**src/design/stp_pkg.sv**
```systemverilog
package stp_pkg;

  // Input item kinds.
  typedef enum logic [1:0] {
    FUNC_TICK  = 2'd0,
    FUNC_UP    = 2'd1,
    FUNC_DOWN  = 2'd2,
    FUNC_COAST = 2'd3
  } func_e;

  localparam logic [15:0] SprReset = 16'd200;
  localparam logic [3:0]  CoilsOff = 4'h0;

  // Sequencer state carried from one item to the next.
  typedef struct packed {
    logic [1:0]  phase_index;
    logic [15:0] steps_left;
    logic [19:0] delay_left;
    logic [19:0] hold_value;
    logic        phase_up;
    logic [3:0]  coil_state;
    logic [15:0] step_position;
  } state_t;

  // Result of one item, as stored in the output register.
  typedef struct packed {
    logic [3:0]  coils;
    logic        busy_res;
    logic [15:0] position;
    logic        rejected;
  } result_t;

  // Full-step coil patterns: bit0 A1, bit1 A2, bit2 B1, bit3 B2.
  function automatic logic [3:0] phase_pattern(input logic [1:0] idx);
    logic [3:0] pat;
    case (idx)
      2'd0:    pat = 4'h5;
      2'd1:    pat = 4'h6;
      2'd2:    pat = 4'hA;
      default: pat = 4'h9;
    endcase
    return pat;
  endfunction

endpackage

```
**src/design/stp_if.sv**
```systemverilog
interface stp_in_if;
  logic        valid;
  logic        ready;
  logic [1:0]  func;
  logic [15:0] step_count;
  logic [19:0] hold_ticks;

  modport source(output valid, output func, output step_count, output hold_ticks,
                 input ready);
  modport sink(input valid, input func, input step_count, input hold_ticks,
               output ready);
endinterface

interface stp_out_if;
  logic        valid;
  logic        ready;
  logic [3:0]  coils;
  logic        busy_res;
  logic [15:0] position;
  logic        rejected;

  modport source(output valid, output coils, output busy_res, output position,
                 output rejected, input ready);
  modport sink(input valid, input coils, input busy_res, input position,
               input rejected, output ready);
endinterface

```
**src/design/stp_step.sv**
```systemverilog
module stp_step (
  input  stp_pkg::state_t state_i,
  input  logic [1:0]      func_i,
  input  logic [15:0]     step_count_i,
  input  logic [19:0]     hold_ticks_i,
  input  logic [15:0]     steps_per_rev_i,
  output stp_pkg::state_t state_o,
  output logic            rejected_o
);

  logic        busy;
  logic        do_step;
  logic        step_dir_up;
  logic [19:0] delay_dec;
  logic [1:0]  step_phase;
  logic [16:0] pos_inc;
  logic        pos_wrap;
  logic [15:0] step_pos;

  assign busy      = (state_i.steps_left != '0) || (state_i.delay_left != '0);
  assign delay_dec = (state_i.delay_left != '0) ? state_i.delay_left - 20'd1
                                                : state_i.delay_left;

  // A new move sets the direction before its first step is taken.
  assign step_dir_up = (func_i == stp_pkg::FUNC_TICK) ? state_i.phase_up
                                                      : (func_i == stp_pkg::FUNC_UP);
  assign step_phase  = step_dir_up ? state_i.phase_index + 2'd1
                                   : state_i.phase_index - 2'd1;

  // A zero register means the counter wraps at its natural width.
  assign pos_inc  = {1'b0, state_i.step_position} + 17'd1;
  assign pos_wrap = (steps_per_rev_i == '0) ? pos_inc[16]
                                            : (pos_inc >= {1'b0, steps_per_rev_i});
  assign step_pos = pos_wrap ? '0 : pos_inc[15:0];

  always_comb begin
    state_o    = state_i;
    rejected_o = 1'b0;
    do_step    = 1'b0;
    unique case (func_i)
      stp_pkg::FUNC_TICK: begin
        state_o.delay_left = delay_dec;
        if ((delay_dec == '0) && (state_i.steps_left != '0)) begin
          do_step            = 1'b1;
          state_o.steps_left = state_i.steps_left - 16'd1;
          state_o.delay_left = state_i.hold_value;
        end
      end
      stp_pkg::FUNC_COAST: begin
        if (busy) begin
          rejected_o = 1'b1;
        end else begin
          state_o.coil_state = stp_pkg::CoilsOff;
          state_o.steps_left = '0;
          state_o.delay_left = hold_ticks_i;
        end
      end
      default: begin
        if (busy) begin
          rejected_o = 1'b1;
        end else if (step_count_i != '0) begin
          do_step            = 1'b1;
          state_o.phase_up   = step_dir_up;
          state_o.hold_value = hold_ticks_i;
          state_o.steps_left = step_count_i - 16'd1;
          state_o.delay_left = hold_ticks_i;
        end
      end
    endcase
    if (do_step) begin
      state_o.phase_index   = step_phase;
      state_o.coil_state    = stp_pkg::phase_pattern(step_phase);
      state_o.step_position = step_pos;
    end
  end

endmodule

```
**src/design/stepper_full_step_sequencer.sv**
```systemverilog
// The result of an item is registered and shown in the cycle after its transfer is taken.
// Throughput: one item per cycle; the state update for an item is a single pass
// through the step logic between the state registers and the result register.
// A new item is taken whenever the result register is empty or being read.
// Reset (rst_ni low, asynchronous): motion stops, coils are off, position is
// zero, steps_per_rev returns to 200 and no result is pending.
module stepper_full_step_sequencer (
  input  logic        clk_i,
  input  logic        rst_ni,
  stp_in_if.sink      in_ch,
  stp_out_if.source   out_ch,
  input  logic        cfg_we_i,
  input  logic [15:0] cfg_wdata_i
);

  // Configuration register: modulus of the position counter.
  logic [15:0] steps_per_rev_q;

  // Sequencer state, advanced once for each accepted input transfer.
  stp_pkg::state_t state_q, state_d;
  logic            rejected_d;

  // Output register. Its valid flag is the only handshake state needed:
  // the input side stalls only while a result waits and is not being taken.
  logic             out_valid_q;
  stp_pkg::result_t result_q, result_d;
  logic             in_fire;

  assign in_ch.ready = !out_valid_q || out_ch.ready;
  assign in_fire     = in_ch.valid && in_ch.ready;

  always_ff @(posedge clk_i or negedge rst_ni) begin
    if (!rst_ni) begin
      steps_per_rev_q <= stp_pkg::SprReset;
    end else if (cfg_we_i) begin
      steps_per_rev_q <= cfg_wdata_i;
    end
  end

  // Next-state logic for one item: tick countdown, command decode, step.
  stp_step u_step (
    .state_i        (state_q),
    .func_i         (in_ch.func),
    .step_count_i   (in_ch.step_count),
    .hold_ticks_i   (in_ch.hold_ticks),
    .steps_per_rev_i(steps_per_rev_q),
    .state_o        (state_d),
    .rejected_o     (rejected_d)
  );

  always_comb begin
    result_d.coils    = state_d.coil_state;
    result_d.busy_res = (state_d.steps_left != '0) || (state_d.delay_left != '0);
    result_d.position = state_d.step_position;
    result_d.rejected = rejected_d;
  end

  always_ff @(posedge clk_i or negedge rst_ni) begin
    if (!rst_ni) begin
      state_q     <= '0;
      out_valid_q <= 1'b0;
    end else begin
      if (in_fire) begin
        state_q <= state_d;
      end
      // A new result replaces the old one in the same cycle the old one leaves.
      if (in_fire) begin
        out_valid_q <= 1'b1;
      end else if (out_ch.ready) begin
        out_valid_q <= 1'b0;
      end
    end
  end

  always_ff @(posedge clk_i) begin
    if (in_fire) begin
      result_q <= result_d;
    end
  end

  assign out_ch.valid    = out_valid_q;
  assign out_ch.coils    = result_q.coils;
  assign out_ch.busy_res = result_q.busy_res;
  assign out_ch.position = result_q.position;
  assign out_ch.rejected = result_q.rejected;

endmodule

```
**src/flat_wrapper.sv**
```systemverilog
// flat-port wrapper written by rule: the top's interface ports become plain ports
module stepper_full_step_sequencer_flat 
  (clk_i, rst_ni, cfg_we_i, cfg_wdata_i, in_ch_valid, in_ch_func, in_ch_step_count, in_ch_hold_ticks, in_ch_ready, out_ch_valid, out_ch_coils, out_ch_busy_res, out_ch_position, out_ch_rejected, out_ch_ready);
  stp_in_if in_ch_i ();
  stp_out_if out_ch_i ();
  input  logic clk_i;
  input  logic rst_ni;
  input  logic cfg_we_i;
  input  logic [15:0] cfg_wdata_i;
  input wire logic [$bits(in_ch_i.valid)-1:0] in_ch_valid;
  input wire logic [$bits(in_ch_i.func)-1:0] in_ch_func;
  input wire logic [$bits(in_ch_i.step_count)-1:0] in_ch_step_count;
  input wire logic [$bits(in_ch_i.hold_ticks)-1:0] in_ch_hold_ticks;
  output wire logic [$bits(in_ch_i.ready)-1:0] in_ch_ready;
  output wire logic [$bits(out_ch_i.valid)-1:0] out_ch_valid;
  output wire logic [$bits(out_ch_i.coils)-1:0] out_ch_coils;
  output wire logic [$bits(out_ch_i.busy_res)-1:0] out_ch_busy_res;
  output wire logic [$bits(out_ch_i.position)-1:0] out_ch_position;
  output wire logic [$bits(out_ch_i.rejected)-1:0] out_ch_rejected;
  input wire logic [$bits(out_ch_i.ready)-1:0] out_ch_ready;
  assign in_ch_i.valid = in_ch_valid;
  assign in_ch_i.func = in_ch_func;
  assign in_ch_i.step_count = in_ch_step_count;
  assign in_ch_i.hold_ticks = in_ch_hold_ticks;
  assign in_ch_ready = in_ch_i.ready;
  assign out_ch_valid = out_ch_i.valid;
  assign out_ch_coils = out_ch_i.coils;
  assign out_ch_busy_res = out_ch_i.busy_res;
  assign out_ch_position = out_ch_i.position;
  assign out_ch_rejected = out_ch_i.rejected;
  assign out_ch_i.ready = out_ch_ready;
  stepper_full_step_sequencer u_core (.clk_i(clk_i), .rst_ni(rst_ni), .in_ch(in_ch_i), .out_ch(out_ch_i), .cfg_we_i(cfg_we_i), .cfg_wdata_i(cfg_wdata_i));
endmodule
```
**config.mk**
```make
export PLATFORM = sky130hd
export DESIGN_NAME = stepper_full_step_sequencer_flat
export DESIGN_NICKNAME = d
export VERILOG_FILES = /design/src/design/stp_pkg.sv /design/src/design/stp_if.sv /design/src/design/stp_step.sv /design/src/design/stepper_full_step_sequencer.sv /design/src/flat_wrapper.sv
export SDC_FILE = /design/constraint.sdc
export NUM_CORES = 1
export LEC_CHECK = 0
export ABC_AREA = 1
export BUFFER_PORTS_ARGS = -buffer_cell sky130_fd_sc_hd__buf_2
export CORE_UTILIZATION = 35
export CTS_CLUSTER_DIAMETER = 50
export DETAILED_ROUTE_END_ITERATION = 12
export PLACE_DENSITY = 0.51
export SYNTH_ARGS = -nofsm -noshare
export SYNTH_HDL_FRONTEND = slang
export SYNTH_SLANG_ARGS = --single-unit
```
**constraint.sdc**
```tcl
create_clock -name clk_i -period 8.4 [get_ports clk_i]
set_input_delay 1.68 -clock clk_i [delete_from_list [all_inputs] [get_ports clk_i]]
set_output_delay 1.68 -clock clk_i [all_outputs]
set_load 0.03 [all_outputs]
```
## After elaboration in Yosys (flattened, before gate mapping)

Index checks and enable logic that the tools add are counted.

| storage, ports and cells | value |
|---|---|
| flip-flop bits (word level) | 118 |
| logic and storage cells | 66 |

| cells by class | value |
|---|---|
| add/sub/neg operators | 6 |
| $lt $le $gt $ge | 1 |
| eq/ne operators | 4 |
| muxes and demuxes | 21 |
| bitwise operators | 2 |
| reductions and logical operators | 19 |

Operators by type and width:

| operator | number |
|---|---|
| 57-bit 2-to-1 mux | 2 |
| 36-bit 2-to-1 mux | 2 |
| 36-bit one-hot mux with 2 select lines | 1 |
| 16-bit nonzero test | 3 |
| 20-bit 2-to-1 mux | 2 |
| 20-bit nonzero test | 2 |
| 16-bit by 1-bit subtractor with 16-bit output, second input constant | 2 |
| 20-bit logical NOT | 1 |
| 20-bit by 1-bit subtractor with 20-bit output, second input constant | 1 |
| 16-bit by 1-bit adder with 17-bit output, second input constant | 1 |
| 17-bit by 16-bit greater-or-equal comparator with 1-bit output | 1 |
| 16-bit logical NOT | 1 |
| 16-bit 2-to-1 mux | 1 |
| 4-bit one-hot mux with 3 select lines | 1 |
| 1-bit 2-to-1 mux | 8 |
| 4-bit 2-to-1 mux | 2 |
| 2-bit by 1-bit == test with 1-bit output, second input constant | 2 |
| 2-bit == test, second input constant | 2 |
| 2-bit logical NOT | 2 |
| 4-bit AND reduction | 1 |
| 1-bit logical OR | 3 |
| 2-bit by 1-bit adder with 2-bit output, second input constant | 1 |
| 1-bit logical AND | 2 |
| 2-bit 2-to-1 mux | 1 |
| 7 further kinds | 8 |

## Longest topological paths before layout

| depth | value |
|---|---|
| word-level depth | 8 |
| gate-level depth with buffers | 25 |
| depth with buffers taken out | 24 |

## By module

From an unflattened synthesis, not the netlist that was laid out.

| unflattened totals | value |
|---|---|
| cell total of the unflattened synthesis | 1369 |
| area total of the unflattened synthesis | 9014.9 µm² |

Modules (own cells, without submodules):

| module | times used | cells an instance | area each (µm²) | sequential area each (µm²) |
|---|---|---|---|---|
| stp_step | 1 | 944 | 4588.2 | 0.0 |
| stepper_full_step_sequencer | 1 | 425 | 4426.7 | 3066.7 |

## Worst setup path before layout

Ideal clock, no wire load.

| timing | value |
|---|---|
| path type | input port to flip-flop |
| start point | in in_ch_step_count[0] |
| end point | reg u_core.result_q, in the netlist u_core.out_ch.busy_res, data pin |
| library setup time | 0.257 ns |
| arrival time | 3.722 ns |
| data required time | 8.143 ns |
| path slack | 4.421 ns |
| stages on the path | 19 |
| buffers on the path | 1 |
| cells stage by stage | inv_1 -> ha_1 -> nand2_1 -> nor2_1 -> nand4_1 -> or2_1 -> nor2_1 -> nand2_1 -> nand2_1 -> nand2_1 -> nand2_1 -> inv_2 -> buf_2 -> a22oi_1 -> nand2_1 -> nor2_1 -> nand3_1 -> nor3_1 -> nand2_1 |

RTL lines:

| what | line | text |
|---|---|---|
| start: declaration | flat_wrapper.sv:12 | `input wire logic [$bits(in_ch_i.step_count)-1:0] in_ch_step_count;` |
| end signal: assignment | stepper_full_step_sequencer.sv:77 | `result_q <= result_d;` |
| end: declaration | stepper_full_step_sequencer.sv:26 | `stp_pkg::result_t result_q, result_d;` |

==> results.md <==
- HP Class: reg -> reg
- Area grow syn2layout: 15.1%
- Slew at the pin with the worst max-slew slack: 907 ps
- Design Power: 2.22 mW
- Estimated wirelength of the detail-placed design: 19.5 mm
- N_diodes: 0
- CTS tree: done
- Most used cell, CP: nand2_1
- CP arrival: 4960 ps
- CTS resizes: 0
- Crit-path max FO: 23
- H-tree depth: 4
- Hold Slack: 482 ps
- Crit-path cells: buf_2 > inv_1 > ha_1 > nand2_1 > nor2_1 > nand4_1 > or2_1 > nor2_1 > nand2_1 > nand2_1 > nand2_1 > nand2_1 > inv_2 > a22oi_1 > nand2_1 > nor2_1 > nand3_1 > nor3_1 > nand2_1
- Yosys top cell by area: dfrtp_1
- Initial Util: 35.9%
- Number of synthesized flops with an enable pin: 22
- Crit path max-delay cell type: nand2_1
- Cells after synthesis: 1217
- CTS clock-pin slew for the worst setup and hold paths: 60 ps
- Global-route wire length before repair: 42.9 mm
- Final critical-path share of the clock period: 56.9%
- RSZ-0062 raised after global routing: false
- Pre-antenna DRT Iters: 7
- WL/cell: 16.6 um
- Final setup violation count: 0
- DIE HEIGHT: 158 um
- Postcts setup bufs: 0
- Tot GR Track Use: 22.7%
- Die W: 158 um
- DR vias/cell: 5.09
- Cell at the root of the clock tree: clkbuf_16
- Synthesized flop and latch total: 118
- DRC viols: 0
- Final wirelength: 26.8 mm
- Area of the core: 0.0236 mm^2
- Design area: 0.00976 mm^2
- Max clock buf depth: 2
- DR vias: 8221
- MaxCap Viol Count: 0
- Crit end category: flip-flop
- Mapped Nets: 1299
- Pin count of the biggest net entering global routing: 81
- PwrDens: 228 mW/mm^2
- Clock Latency Late Sink: 440 ps
- Final nets: 1366
- Top cell type's share of synthesized area: 27.4%
- DRT iter0 DRCs: 696
- Initial antenna violation count: 1
- WS Path Type: in -> reg
- Most frequent cell after synthesis: nand2_1
- Fin. Hold Viols: 0
- CP max stage delay: 640 ps
- Total gr overflow: 0
- Yosys warns: 0
- Most used DFF post-synth: dfrtp_1
- Maximum clock rate: 0.209 GHz
- Post-synth top cells: nand2_1, inv_1, nand3_1
- Skew final: 13.6 ps
- Max IR drop VDD: 0.137 mV
- Layout filler cell count: 2526
- Post-Route Setup TNS: 0 ps
- Area contributors post-synth: dfrtp_1, nand2_1, edfxtp_1, nand3_1, inv_1
- Max-slew violations: 0
- CP Buf/Inv Count: 3
- Hold_buf cts: 0
- Syn_area_per_cell: 6.97 um^2
- Number of global-route vias before repair: 7824
- # IOs: 83
- Number of port buffers: 82
- Num rows: 56
- Slew HR: 39.4%
- CP Launch Type: primary input
- Post-route ant nets: 0
- Pleak: 4.82 nW
- Family with the most delay on the worst path: simple AND/OR/NAND/NOR gates
- CTS sink count: 118
- Ys async rst share: 81.4%
- Placed cell area: 0.00916 mm^2
- Register area share after synthesis: 36.2%
- Die area: 0.0249 mm^2
- Crit path time final: 4780 ps
- Library cells used by synthesis: 47
- Synthesized area: 0.00848 mm^2
- Worst endpoint required time: 8580 ps
- Gpl congestion: 0.964
- Run status: complete, no violations
- Share of cells above drive strength 1: 13.9%
- Total CTS buffers: 17
-- tightest hold or removal path, cell delays in order (launching register included) --
cell and delay (ps):
dfrtp_1 350, nand2_1 60, nand2_1 50
-- per-stage QoR --
step	setup WS (ps)	instances	utilization (%)
floorplan	4420	1217	-
CTS	3630	1616	41.3
global placement	3240	1584	38.8
global route	3170	1616	41.3
detailed placement	3190	1584	38.8
finish	3620	1616	41.3
-- cell type report --
class                   instances  area (um^2)  share of cell area, %
multi-input cells             899         4620                   47.4
flip-flops and latches        118         3070                   31.4
inverters                     157          589                   6.04
repair buffers                 91          480                   4.92
clock buffers                  18          450                   4.61
well taps                     319          399                   4.09
clock inverters                14          153                   1.56
-- layer usage --
metal	global-route usage (%)	vias up	routed length (um)
li1	-	4133	-
met1	31.1	3800	12600
met2	35.5	235	12000
met3	4.08	53	1370
met4	8.00	0	721
met5	0	-	0
-- placed cells by master (no fill, tap or decap), types with 6 or more instances in the layout --
cell,Yosys,layout
o22ai_1,24,24
dfrtp_1,93,93
inv_1,144,143
buf_4,4,10
nor2_1,108,108
a22oi_1,20,20
o21ai_0,98,98
nor3_1,11,10
nand4_1,21,21
buf_2,6,81
clkbuf_16,0,18
o21ai_1,9,9
edfxtp_1,22,22
xor2_1,35,35
nor2_2,7,7
ha_1,23,23
inv_2,9,10
nor2_4,6,6
nand2_2,14,14
a21oi_1,46,46
nand2_1,318,318
nand3_1,114,114
-- registers in the layout (all words and copies together) (netlist names) --
signal / cells
u_core.out_ch.busy_res: 1
u_core.steps_per_rev_q: 16
u_core.out_ch.position: 16
u_core.out_ch.valid: 1
u_core.out_ch.rejected: 1
u_core.out_ch.coils: 4
u_core.state_q: 79
-- power breakdown --
| part | internal (mW) | switching [mW] | total [mW] |
|---|---|---|---|
| combinational | 0.238 | 0.523 | 0.761 |
| clock | 0.439 | 0.324 | 0.763 |
| sequential | 0.635 | 0.0649 | 0.699 |
| total | 1.31 | 0.912 | 2.22 |
-- kinds of logic after synthesis --
kind of cell | after synthesis | share of synthesized area [%]
AND/OR/NAND/NOR | 623 | 32.9
AO/OA/AOI/OAI | 213 | 14.0
buffers and inverters | 200 | 9.38
flip-flops | 118 | 36.2
XOR/XNOR | 40 | 4.13
adder cells (fa/ha/maj) | 23 | 3.39
-- final timing paths --
kind / slack, ps / depth (start not counted) / startpoint / to
max: 3620 / 19 / in_ch_step_count[0] / u_core.out_ch.busy_res$_DFFE_PP_
min: 480 / 2 / u_core.state_q[20]$_DFFE_PN0P_ / u_core.state_q[20]$_DFFE_PN0P_
max reg2reg: 3770 / 18 / u_core.state_q[41]$_DFFE_PN0P_ / u_core.state_q[77]$_DFFE_PN0P_
min reg2reg: 480 / 2 / u_core.state_q[20]$_DFFE_PN0P_ / u_core.state_q[20]$_DFFE_PN0P_
max in group asynchronous: 5970 / 2 / rst_ni / u_core.state_q[47]$_DFFE_PN0P_
min in group asynchronous: 1240 / 1 / rst_ni / u_core.steps_per_rev_q[4]$_DFFE_PN0P_
Note: power is estimated with default switching activity, not from simulation.
